### src/sv/mouse_report_delta_accumulator_unit_assert.svh
// Assertion macros shared by the mouse report delta accumulator RTL.
`ifndef MOUSE_REPORT_DELTA_ACCUMULATOR_UNIT_ASSERT_SVH
`define MOUSE_REPORT_DELTA_ACCUMULATOR_UNIT_ASSERT_SVH

// Consequent checked in the same cycle as the antecedent.
`define MRDA_ASSERT_NOW(label, ante, cons, msg) \
    label: assert property (@(posedge i_clk) disable iff (!i_rst_n) (ante) |-> (cons)) \
        else $error(msg);

// Consequent checked in the cycle after the antecedent.
`define MRDA_ASSERT_NEXT(label, ante, cons, msg) \
    label: assert property (@(posedge i_clk) disable iff (!i_rst_n) (ante) |=> (cons)) \
        else $error(msg);

`endif

### src/sv/mrda_pkg.sv
// Package with request codes, mode codes and a helper function for the mouse report accumulator.
package mrda_pkg;

    typedef logic [1:0] t_req;
    typedef logic [1:0] t_xy_mode;
    typedef logic [1:0] t_cfg_index;

    localparam t_req REQ_DECODE     = 2'd0;
    localparam t_req REQ_READ       = 2'd1;
    localparam t_req REQ_DISCONNECT = 2'd2;

    localparam t_xy_mode XY_MODE_ABS  = 2'd0;
    localparam t_xy_mode XY_MODE_PAIR = 2'd1;

    localparam t_cfg_index CFG_XY_MODE    = 2'd0;
    localparam t_cfg_index CFG_MOUSE_TYPE = 2'd1;

    localparam int CFG_DATA_WIDTH = 4;
    localparam int OUT_DELTA_WIDTH = 32;

    // Value of one payload word in the delta modes: two signed bytes summed, or a signed word.
    function automatic logic signed [16:0] mode_value(input t_xy_mode mode, input logic [15:0] v);
        logic signed [16:0] hi;
        logic signed [16:0] lo;
        logic signed [16:0] res;
        hi = 17'(signed'(v[15:8]));
        lo = 17'(signed'(v[7:0]));
        if (mode == XY_MODE_PAIR) begin
            res = hi + lo;
        end else begin
            res = 17'(signed'(v));
        end
        return res;
    endfunction

endpackage

### src/sv/mouse_report_delta_accumulator_unit.sv
// Top level of the mouse report delta accumulator: state update, output register and checks.

// Decodes mouse snapshots into button state, sticky button edges, the latest
// report counter and accumulated X/Y motion, and returns that state on a read
// request while clearing the motion and the edges. The block sustains one
// transfer per clock except while a read request is held off; the whole state
// update is one combinational step into the state registers. A read result
// appears in the output register on the cycle after its transfer. Snapshot
// and disconnect requests are still taken while a read result waits in the
// output register; a read request is held off only while the output register
// is full and stalled. The motion accumulators are ACC_WIDTH bits wide and
// wrap; dx and dy are their sign-extended values cut to 32 bits.
// Configuration may be written only while the block is idle.
module mouse_report_delta_accumulator_unit
    import mrda_pkg::*;
#(
    parameter int ACC_WIDTH = 32
) (
    input  logic                        i_clk,
    input  logic                        i_rst_n,

    input  logic                        i_cfg_we,
    input  logic [1:0]                  i_cfg_index,
    input  logic [CFG_DATA_WIDTH-1:0]   i_cfg_data,

    input  logic                        i_in_valid,
    output logic                        o_in_stall,
    input  logic [1:0]                  i_req_type,
    input  logic [3:0]                  i_device_type,
    input  logic [15:0]                 i_report_counter,
    input  logic [15:0]                 i_button_bits,
    input  logic [15:0]                 i_raw_x,
    input  logic [15:0]                 i_raw_y,

    output logic                        o_out_valid,
    input  logic                        i_out_stall,
    output logic                        o_present,
    output logic [15:0]                 o_buttons_now,
    output logic [15:0]                 o_press_edges,
    output logic [15:0]                 o_release_edges,
    output logic [15:0]                 o_counter_seen,
    output logic signed [31:0]          o_dx,
    output logic signed [31:0]          o_dy
);

    t_xy_mode r_xy_mode;
    logic [3:0] r_mouse_type;

    logic r_present, n_present;
    logic r_seen, n_seen;
    logic [15:0] r_buttons, n_buttons;
    logic [15:0] r_pressed, n_pressed;
    logic [15:0] r_released, n_released;
    logic [15:0] r_counter, n_counter;
    logic [ACC_WIDTH-1:0] r_acc_x, n_acc_x;
    logic [ACC_WIDTH-1:0] r_acc_y, n_acc_y;
    logic [15:0] r_last_x, n_last_x;
    logic [15:0] r_last_y, n_last_y;
    logic [15:0] r_cred_x, n_cred_x;
    logic [15:0] r_cred_y, n_cred_y;

    logic r_out_valid;
    logic r_out_present;
    logic [15:0] r_out_buttons;
    logic [15:0] r_out_pressed;
    logic [15:0] r_out_released;
    logic [15:0] r_out_counter;
    logic signed [OUT_DELTA_WIDTH-1:0] r_out_dx;
    logic signed [OUT_DELTA_WIDTH-1:0] r_out_dy;

    logic in_xfer;
    logic out_xfer;
    logic out_blocked;
    logic read_xfer;
    logic [15:0] diff_x;
    logic [15:0] diff_y;
    logic signed [16:0] mv_x;
    logic signed [16:0] mv_y;
    logic signed [16:0] mv_cred_x;
    logic signed [16:0] mv_cred_y;
    logic signed [16:0] step_x;
    logic signed [16:0] step_y;
    logic [63:0] acc_x_wide;
    logic [63:0] acc_y_wide;
    logic state_cleared;
    logic absent_idle;

    assign out_blocked = r_out_valid && i_out_stall;
    assign o_in_stall  = out_blocked && (i_req_type == REQ_READ);
    assign in_xfer     = i_in_valid && !o_in_stall;
    assign out_xfer    = r_out_valid && !i_out_stall;
    assign read_xfer   = in_xfer && (i_req_type == REQ_READ);

    assign diff_x    = i_raw_x - r_last_x;
    assign diff_y    = i_raw_y - r_last_y;
    assign mv_x      = mode_value(r_xy_mode, i_raw_x);
    assign mv_y      = mode_value(r_xy_mode, i_raw_y);
    assign mv_cred_x = mode_value(r_xy_mode, r_cred_x);
    assign mv_cred_y = mode_value(r_xy_mode, r_cred_y);

    assign acc_x_wide = 64'(signed'(r_acc_x));
    assign acc_y_wide = 64'(signed'(r_acc_y));

    always_comb begin
        n_present  = r_present;
        n_seen     = r_seen;
        n_buttons  = r_buttons;
        n_pressed  = r_pressed;
        n_released = r_released;
        n_counter  = r_counter;
        n_acc_x    = r_acc_x;
        n_acc_y    = r_acc_y;
        n_last_x   = r_last_x;
        n_last_y   = r_last_y;
        n_cred_x   = r_cred_x;
        n_cred_y   = r_cred_y;
        step_x     = '0;
        step_y     = '0;

        if (in_xfer) begin
            case (i_req_type)
                REQ_DECODE: begin
                    if (i_device_type != r_mouse_type) begin
                        n_present  = 1'b0;
                        n_seen     = 1'b0;
                        n_buttons  = '0;
                        n_released = r_released | r_buttons;
                        n_counter  = '0;
                        n_acc_x    = '0;
                        n_acc_y    = '0;
                        n_cred_x   = '0;
                        n_cred_y   = '0;
                    end else begin
                        n_present  = 1'b1;
                        n_seen     = 1'b1;
                        n_buttons  = i_button_bits;
                        n_pressed  = r_pressed | (i_button_bits & ~r_buttons);
                        n_released = r_released | (~i_button_bits & r_buttons);
                        n_counter  = i_report_counter;
                        if (!r_seen) begin
                            n_last_x = i_raw_x;
                            n_last_y = i_raw_y;
                            n_cred_x = i_raw_x;
                            n_cred_y = i_raw_y;
                        end else if (i_report_counter != r_counter) begin
                            if (r_xy_mode == XY_MODE_ABS) begin
                                step_x = 17'(signed'(diff_x));
                                step_y = 17'(signed'(diff_y));
                            end else begin
                                step_x   = mv_x;
                                step_y   = mv_y;
                                n_cred_x = i_raw_x;
                                n_cred_y = i_raw_y;
                            end
                            n_last_x = i_raw_x;
                            n_last_y = i_raw_y;
                        end else if (r_xy_mode != XY_MODE_ABS &&
                                     (i_raw_x != r_cred_x || i_raw_y != r_cred_y)) begin
                            step_x   = mv_x - mv_cred_x;
                            step_y   = mv_y - mv_cred_y;
                            n_cred_x = i_raw_x;
                            n_cred_y = i_raw_y;
                            n_last_x = i_raw_x;
                            n_last_y = i_raw_y;
                        end
                        n_acc_x = r_acc_x + ACC_WIDTH'(step_x);
                        n_acc_y = r_acc_y + ACC_WIDTH'(step_y);
                    end
                end
                REQ_READ: begin
                    n_acc_x    = '0;
                    n_acc_y    = '0;
                    n_pressed  = '0;
                    n_released = '0;
                end
                REQ_DISCONNECT: begin
                    n_present  = 1'b0;
                    n_seen     = 1'b0;
                    n_buttons  = '0;
                    n_released = r_released | r_buttons;
                    n_counter  = '0;
                    n_acc_x    = '0;
                    n_acc_y    = '0;
                    n_cred_x   = '0;
                    n_cred_y   = '0;
                end
                default: begin
                end
            endcase
        end
    end

    always_ff @(posedge i_clk) begin
        if (!i_rst_n) begin
            r_xy_mode    <= XY_MODE_ABS;
            r_mouse_type <= '0;
            r_present    <= 1'b0;
            r_seen       <= 1'b0;
            r_buttons    <= '0;
            r_pressed    <= '0;
            r_released   <= '0;
            r_counter    <= '0;
            r_acc_x      <= '0;
            r_acc_y      <= '0;
            r_last_x     <= '0;
            r_last_y     <= '0;
            r_cred_x     <= '0;
            r_cred_y     <= '0;
            r_out_valid  <= 1'b0;
        end else begin
            if (i_cfg_we) begin
                case (i_cfg_index)
                    CFG_XY_MODE:    r_xy_mode    <= i_cfg_data[1:0];
                    CFG_MOUSE_TYPE: r_mouse_type <= i_cfg_data[3:0];
                    default: begin
                    end
                endcase
            end
            r_present  <= n_present;
            r_seen     <= n_seen;
            r_buttons  <= n_buttons;
            r_pressed  <= n_pressed;
            r_released <= n_released;
            r_counter  <= n_counter;
            r_acc_x    <= n_acc_x;
            r_acc_y    <= n_acc_y;
            r_last_x   <= n_last_x;
            r_last_y   <= n_last_y;
            r_cred_x   <= n_cred_x;
            r_cred_y   <= n_cred_y;
            if (read_xfer) begin
                r_out_valid <= 1'b1;
            end else if (out_xfer) begin
                r_out_valid <= 1'b0;
            end
        end
    end

    always_ff @(posedge i_clk) begin
        if (read_xfer) begin
            r_out_present  <= r_present;
            r_out_buttons  <= r_buttons;
            r_out_pressed  <= r_pressed;
            r_out_released <= r_released;
            r_out_counter  <= r_counter;
            r_out_dx       <= acc_x_wide[OUT_DELTA_WIDTH-1:0];
            r_out_dy       <= acc_y_wide[OUT_DELTA_WIDTH-1:0];
        end
    end

    assign o_out_valid     = r_out_valid;
    assign o_present       = r_out_present;
    assign o_buttons_now   = r_out_buttons;
    assign o_press_edges   = r_out_pressed;
    assign o_release_edges = r_out_released;
    assign o_counter_seen  = r_out_counter;
    assign o_dx            = r_out_dx;
    assign o_dy            = r_out_dy;

    assign state_cleared = (r_acc_x == '0) && (r_acc_y == '0) &&
                           (r_pressed == '0) && (r_released == '0);
    assign absent_idle   = (r_acc_x == '0) && (r_acc_y == '0) && !r_seen;

`include "mouse_report_delta_accumulator_unit_assert.svh"

    `MRDA_ASSERT_NEXT(a_read_loads_result, read_xfer, r_out_valid, "read did not load a result")
    `MRDA_ASSERT_NEXT(a_read_clears, read_xfer, state_cleared, "read left motion or edges")
    `MRDA_ASSERT_NOW(a_absent_no_motion, !r_present, absent_idle, "motion held with no mouse")
    `MRDA_ASSERT_NOW(a_stall_when_full, o_in_stall, out_blocked, "stall without a blocked result")

endmodule
### config.mk
export PLATFORM = sky130hd
export DESIGN_NAME = mouse_report_delta_accumulator_unit
export DESIGN_NICKNAME = d
export VERILOG_FILES = /design/src/sv/mrda_pkg.sv /design/src/sv/mouse_report_delta_accumulator_unit.sv
export VERILOG_INCLUDE_DIRS = /design/src /design/src/sv
export SDC_FILE = /design/constraint.sdc
export NUM_CORES = 1
export LEC_CHECK = 0
export BUFFER_PORTS_ARGS = -buffer_cell sky130_fd_sc_hd__buf_2
export CORE_ASPECT_RATIO = 1.75
export CORE_MARGIN = 10
export CORE_UTILIZATION = 65
export CTS_CLUSTER_SIZE = 25
export DETAILED_ROUTE_END_ITERATION = 8
export PLACE_DENSITY = 0.87
export SYNTH_ARGS = -nofsm -noshare
export SYNTH_HDL_FRONTEND = slang
export SYNTH_SLANG_ARGS = --single-unit
export TNS_END_PERCENT = 50
### constraint.sdc
create_clock -name i_clk -period 9.6 [get_ports i_clk]
set_input_delay 0 -clock i_clk [delete_from_list [all_inputs] [get_ports i_clk]]
set_output_delay 0 -clock i_clk [all_outputs]
set_load 0.03 [all_outputs]
Word level (Yosys, flattened, before mapping)
Cells that the tools add are included.
{"block": "totals", "reg_bits": 329, "latchBits": 0, "mem_bits_rw": 0, "rom_bits": 0, "out_inout_bits": 131, "n_memories": 0}
{"block": "classes", "add_sub_neg": 10, "mul": 0, "div": 0, "magnitude_cmp": 0, "eq_ne": 12, "shifts": 0, "mux": 50, "bitwise_logic": 8, "reduce_logical": 27}
{"op": "2-to-1 mux 17 bit", "count": 18}
{"op": "2-to-1 mux 16 bit", "count": 18}
{"op": "one-hot mux 16 bit (2 select lines)", "count": 5}
{"op": "one-hot mux 32 bit (2 select lines)", "count": 2}
{"op": "adder 32 bit", "count": 2}
{"op": "2-to-1 mux 32 bit", "count": 2}
{"op": "inequality test 16 bit", "count": 3}
{"op": "OR 16 bit", "count": 3}
{"op": "one-hot mux 16 bit (3 select lines)", "count": 1}
{"op": "adder 8 x 8 -> 9 bit", "count": 4}
{"op": "subtractor 17 bit", "count": 2}
{"op": "bitwise AND 16 bit", "count": 2}
{"op": "inverter 16 bit", "count": 2}
{"op": "subtractor 16 bit", "count": 2}
{"op": "inequality test 5 bit (second input constant)", "count": 2}
{"op": "AND reduction 2 bit", "count": 5}
{"op": "nonzero test 2 bit", "count": 5}
{"op": "AND reduction 4 bit", "count": 2}
{"op": "equality test 2 x 1 -> 1 bit (second input constant)", "count": 3}
{"op": "logical AND 1 bit", "count": 6}
{"op": "logical NOT 2 bit", "count": 3}
{"op": "inequality test 4 bit", "count": 1}
{"op": "2-to-1 mux 1 bit", "count": 3}
{"op": "inequality test 3 x 1 -> 1 bit (second input constant)", "count": 1}
{"op": "other kinds (9)", "count": 10}

Logic depth before layout (Yosys ltp)
{"block": "logic_depth", "depth_word": 12, "ltp_mapped": 32, "ltp_nobuf": 32}

Worst setup path before layout
No wires, ideal clock.
{"block": "synth_path", "kind": "register -> register", "start": "register r_xy_mode[1]", "end": "register r_acc_x[31]", "arrival_time_ns": 6.117, "required_time_ns": 9.484, "setup_slack_ns": 3.368, "stages_incl_launch_ff": 29, "path_cell_list": "dfxtp_1 -> nand2b_1 -> buf_6 -> clkbuf_1 -> clkbuf_1 -> clkbuf_1 -> nand2_1 -> nand2_1 -> ha_1 -> fa_1 -> nand2b_1 -> a21boi_1 -> o21a_1 -> o31a_1 -> o31a_1 -> a311oi_4 -> nor4_2 -> nor3_2 -> ha_1 -> nand3_1 -> a211o_1 -> or4b_1 -> o211ai_2 -> o31ai_2 -> o211ai_2 -> a31oi_1 -> a32oi_1 -> o211ai_1 -> a31o_1"}
{"block": "synth_via", "elab_chain_cells": 12}
{"element": "start: declaration", "line": "mouse_report_delta_accumulator_unit.sv:46", "rtl": "t_xy_mode r_xy_mode;"}
{"element": "start signal: assignment", "line": "mouse_report_delta_accumulator_unit.sv:213", "rtl": "CFG_XY_MODE: r_xy_mode <= i_cfg_data[1:0];"}
{"element": "equality test 2 x 1 -> 1 bit", "line": "mrda_pkg.sv:28", "rtl": "if (mode == XY_MODE_PAIR) begin"}
{"element": "2-to-1 mux 17 bit", "line": "mrda_pkg.sv:28"}
{"element": "subtractor 17 bit", "line": "mouse_report_delta_accumulator_unit.sv:159", "rtl": "step_x = mv_x - mv_cred_x;"}
{"element": "2-to-1 mux 17 bit", "line": "mouse_report_delta_accumulator_unit.sv:157", "rtl": "end else if (r_xy_mode != XY_MODE_ABS &&"}
{"element": "2-to-1 mux 17 bit *", "line": "mouse_report_delta_accumulator_unit.sv:145", "rtl": "end else if (i_report_counter != r_counter) begin"}
{"element": "2-to-1 mux 17 bit *", "line": "mouse_report_delta_accumulator_unit.sv:140", "rtl": "if (!r_seen) begin"}
{"element": "2-to-1 mux 17 bit *", "line": "mouse_report_delta_accumulator_unit.sv:123", "rtl": "if (i_device_type != r_mouse_type) begin"}
{"element": "2-to-1 mux 17 bit *", "line": "mouse_report_delta_accumulator_unit.sv:121", "rtl": "case (i_req_type)"}
{"element": "2-to-1 mux 17 bit *", "line": "mouse_report_delta_accumulator_unit.sv:120", "rtl": "if (in_xfer) begin"}
{"element": "adder 32 bit *", "line": "mouse_report_delta_accumulator_unit.sv:166", "rtl": "n_acc_x = r_acc_x + ACC_WIDTH'(step_x);"}
{"element": "2-to-1 mux 32 bit *", "line": "mouse_report_delta_accumulator_unit.sv:123"}
{"element": "one-hot mux 32 bit (2 select lines) *", "line": "mouse_report_delta_accumulator_unit.sv:121"}
{"element": "end signal: assignment", "line": "mouse_report_delta_accumulator_unit.sv:225", "rtl": "r_acc_x <= n_acc_x;"}
{"element": "end: declaration", "line": "mouse_report_delta_accumulator_unit.sv:55", "rtl": "logic [ACC_WIDTH-1:0] r_acc_x, n_acc_x;"}
Every way passes the cells marked *; elsewhere a longest branch is shown, timed or not. The select of a mux whose other input is x is not followed.
A chain may end at the register's enable or synchronous reset.

Worst setup path in the final report
{"block": "layout_path", "start": "register r_cred_y[9]", "end": "register r_acc_y[31]"}
{"block": "layout_via", "elab_chain_cells": 12}
{"element": "start: declaration", "line": "mouse_report_delta_accumulator_unit.sv:60", "rtl": "logic [15:0] r_cred_y, n_cred_y;"}
{"element": "start signal: assignment", "line": "mouse_report_delta_accumulator_unit.sv:230", "rtl": "r_cred_y <= n_cred_y;"}
{"element": "adder 8 x 8 -> 9 bit / inequality test 16 bit (equally long branches)", "line": "mrda_pkg.sv:29, mouse_report_delta_accumulator_unit.sv:158"}
{"element": "2-to-1 mux 17 bit / logical OR 1 bit (equally long branches)", "line": "mrda_pkg.sv:28, mouse_report_delta_accumulator_unit.sv:158"}
{"element": "subtractor 17 bit / logical AND 1 bit (equally long branches)", "line": "mouse_report_delta_accumulator_unit.sv:160, mouse_report_delta_accumulator_unit.sv:157"}
{"element": "2-to-1 mux 17 bit *", "line": "mouse_report_delta_accumulator_unit.sv:157"}
{"element": "2-to-1 mux 17 bit *", "line": "mouse_report_delta_accumulator_unit.sv:145"}
{"element": "2-to-1 mux 17 bit *", "line": "mouse_report_delta_accumulator_unit.sv:140"}
{"element": "2-to-1 mux 17 bit *", "line": "mouse_report_delta_accumulator_unit.sv:123"}
{"element": "2-to-1 mux 17 bit *", "line": "mouse_report_delta_accumulator_unit.sv:121"}
{"element": "2-to-1 mux 17 bit *", "line": "mouse_report_delta_accumulator_unit.sv:120"}
{"element": "adder 32 bit *", "line": "mouse_report_delta_accumulator_unit.sv:167", "rtl": "n_acc_y = r_acc_y + ACC_WIDTH'(step_y);"}
{"element": "2-to-1 mux 32 bit *", "line": "mouse_report_delta_accumulator_unit.sv:123"}
{"element": "one-hot mux 32 bit (2 select lines) *", "line": "mouse_report_delta_accumulator_unit.sv:121"}
{"element": "end signal: assignment", "line": "mouse_report_delta_accumulator_unit.sv:226", "rtl": "r_acc_y <= n_acc_y;"}
{"element": "end: declaration", "line": "mouse_report_delta_accumulator_unit.sv:56", "rtl": "logic [ACC_WIDTH-1:0] r_acc_y, n_acc_y;"}
Marks and branches as above.

==> impl_metrics.yaml <==
power:
  intPower_mw: 2.33
  leakage_nw: 9.42
  swShare: 0.277
  combPwrFrac: 0.150
  p_clk_frac: 0.392
  peakVddDrop_mv: 0.168
  power_density_nw_per_um2: 138
  seq_power_share: 0.458
  switchingPower_mw: 0.891
  power_mw: 3.22
worst_hold_path:
  whs_endpoint: "r_acc_y[0]"
  hold_path_depth: 5
  min_from: "i_req_type[1]"
  min_path_type: "input pin to flop"
logic_synthesis:
  ys_async_sr_fraction: 0
  synth-edff-count: 129
  synth_seq_cells: 329
  avgSynthCellArea_um2: 9.35
  ys.flop_type: "dfxtp_1"
  ys_types: 85
  ys_seq_area_frac: 0.392
  syn_inst: 2150
  synth_warnings: 0
  syn-cell-area_um2: 20100
  syn-num-nets: 2401
critical_path:
  slowest_delay_ns: 0.47
  cp_num_buf_inv: 1
  worstSetupPathType: "flop to flop"
  r2r_cells: 30
  crit_required_ns: 10.12
  r2r_end: "r_acc_y[31]"
  cp.arrival_ns: 7.34
  slowest_stage: "dfxtp_1"
  endpoint_kind: "flop"
  cp_max_fo: 15
  r2r_slack_ns: 2.78
  r2r_start: "r_cred_y[9]"
  critPathLaunchType: "flop"
  path_delay_family: "compound AO/OA/AOI/OAI gates"
  worst_path_most_repeated_cell: "a21oi_1"
floorplan:
  fp.dieW_um: 153
  fp-row-count: 85
  core_area_um2: 30600
  start_util: 0.656
  design.die.area_um2: 38600
  ios: 212
  die_y_um: 253
clocking:
  clk_pin_slew_worst_paths_ns: 0.07
  cts_sinks: 329
  cts_made_buffers: 31
  root_buffer: "clkbuf_16"
  clock_latency_ns: 0.59
  post_cts_buffers: 0
  tritoncts: "yes"
  clockBufferDepth: 3
  htree_levels: 1
run_status:
  status: "finished clean"
sta:
  slew_viol_final: 0
  tightest_slew_ns: 1.13
  finClkSkew_ns: 0.0170
  max_freq_ghz: 0.147
  fin_crit_sh: 0.710
  setup_tns_ns: 0
  slew-limit-headroom: 0.249
  finalSetupViolCount: 0
  hold_violations: 0
  rsz0062_at_grt: "no"
  min_period_ns: 6.82
grt:
  grt_first_pass_wirelength_um: 105000
  grt_util_met1: 0.345
  track_usage: 0.339
  grt_util_met2: 0.612
  grt_max_degree: 93
  grt_pass1_vias: 18754
  busiest_layer: "met2"
  met3_usage: 0.0577
  antenna_found_initial: 1
  grt_overflow_total: 0
finish:
  diodes: 0
  final_common_cell: "buf_2"
  layout_common_cells: "buf_2, dfxtp_1, ha_1"
  nets: 2663
  area_growth_pct: 16.3
  postLayoutCoreUtil: 0.763
  drive_gt1_frac: 0.134
detailed_routing:
  first_pass_iters: 6
  wl_per_cell_um: 24.1
  drt-vias-per-instance: 6.49
  route.detailed.drc: 0
  num_vias: 18344
  antenna_left: 0
  drt-total-wl_um: 68000
  first_iter_violations: 1496
placed_design:
  dp.final_hpwl_um: 47100
  portBuffers: 211
  place.gp.congestion: 0.997
run:
  maxCapViolCount: 0
==> final cells by class <==
| type | instances | area (um2) |
|---|---|---|
| Multi-Input combinational cell | 1633 | 11500 |
| Clock inverter | 15 | 153 |
| Inverter | 101 | 382 |
| Tap cell | 391 | 489 |
| Fill cell | 2034 | 7250 |
| Timing Repair Buffer | 316 | 2060 |
| Clock buffer | 43 | 881 |
| Sequential cell | 329 | 7880 |
==> per-layer routing <==
metal  routed length [um]  up-vias
li1                     -     8330
met1                23200     8640
met2                34700     1036
met3                 4670      336
met4                 5440        2
met5                   17        -
==> worst min-delay path: stages <==
cell and delay [ns]:
buf_2 0.11, ha_1 0.20, nor2_2 0.12, nand3_1 0.09, a21boi_0 0.07
==> metrics by stage <==
step	hold slack, ns	worst slack [ns]	area, um2	cells
2_1_floorplan	0.156	3.37	20100	2150
3_3_place_gp	0.259	3.16	21500	2685
3_5_place_dp	0.274	2.99	21500	2685
4_1_cts	0.0259	2.86	23400	2828
5_1_grt	0.0890	2.32	23400	2828
6_report	0.0593	2.78	23400	2828
==> registers in the layout, indices dropped and copies added (netlist names), 32 cells and up <==
signal	count
o_dx	32
o_dy	32
r_acc_x	32
r_acc_y	32
==> synthesized netlist by cell type, types with 7 or more instances <==
library cell,count,share of area
nand2b_1,21,0.0065
o22ai_1,14,0.0044
a31oi_1,41,0.013
a211oi_1,15,0.0056
nand3_1,66,0.016
dfxtp_1,200,0.20
o211ai_1,15,0.0056
edfxtp_1,129,0.19
o21a_1,31,0.012
buf_1,9,0.0017
and2_1,11,0.0034
ha_1,160,0.10
xnor2_1,117,0.051
nor2b_1,131,0.041
a21o_1,40,0.015
a21boi_0,39,0.015
clkbuf_1,68,0.013
buf_2,8,0.0020
fa_1,10,0.010
xor2_1,51,0.022
nor3b_1,7,0.0026
nand2_1,153,0.029
a21oi_1,141,0.035
and3_1,7,0.0022
mux2i_1,49,0.024
a22oi_1,74,0.028
o21ai_0,101,0.025
or3_1,16,0.0050
nor2_1,132,0.025
o21bai_1,27,0.010
inv_1,101,0.019
nand4_1,24,0.0075
nor3_1,30,0.0075
==> power groups by stage <==
stage	Clock [mW]	Combinational [mW]	Sequential, mW
after global placement	0	0.430	1.50
final	1.26	0.482	1.47
after detailed placement	0	0.439	1.50
after global routing	1.31	0.516	1.47
after CTS	1.26	0.468	1.47
after floorplan	0	0.268	1.53
==> how the worst max path moves through the flow <==
stage                     slack [ns]          end  cells past startpoint    startpoint
after floorplan                 3.37  r_acc_x[31]                     28  r_xy_mode[1]
after global placement          3.16  r_acc_x[31]                     25  r_xy_mode[1]
after detailed placement        2.99  r_acc_x[31]                     25  r_xy_mode[1]
after CTS                       2.86  r_acc_y[31]                     30   r_cred_y[9]
after global routing            2.32  r_acc_y[31]                     30   r_cred_y[9]
final                           2.78  r_acc_y[31]                     30   r_cred_y[9]
==> cell families (layout without fill, tap and decap cells) <==
family / count (synthesis) / in the layout / share of synthesized area
muxes: 51 / 51 / 0.0255
and+or+nand+nor: 633 / 633 / 0.159
xor gates and xnor gates: 168 / 168 / 0.0732
buffers and inverters: 188 / 475 / 0.0362
AOI/OAI and AO/OA: 611 / 611 / 0.204
adders and majority gates: 170 / 170 / 0.110
DFF: 329 / 329 / 0.392
==> repair_timing <==
| item | in CTS | in global routing |
|---|---|---|
| hold buffers | 85 | 0 |
| hold endpoints to repair | 156 | 0 |
| endpoints found under the setup margin | 0 | 0 |
| gates resized for setup | 0 | 0 |
Note: power is estimated with default switching activity, not from simulation.
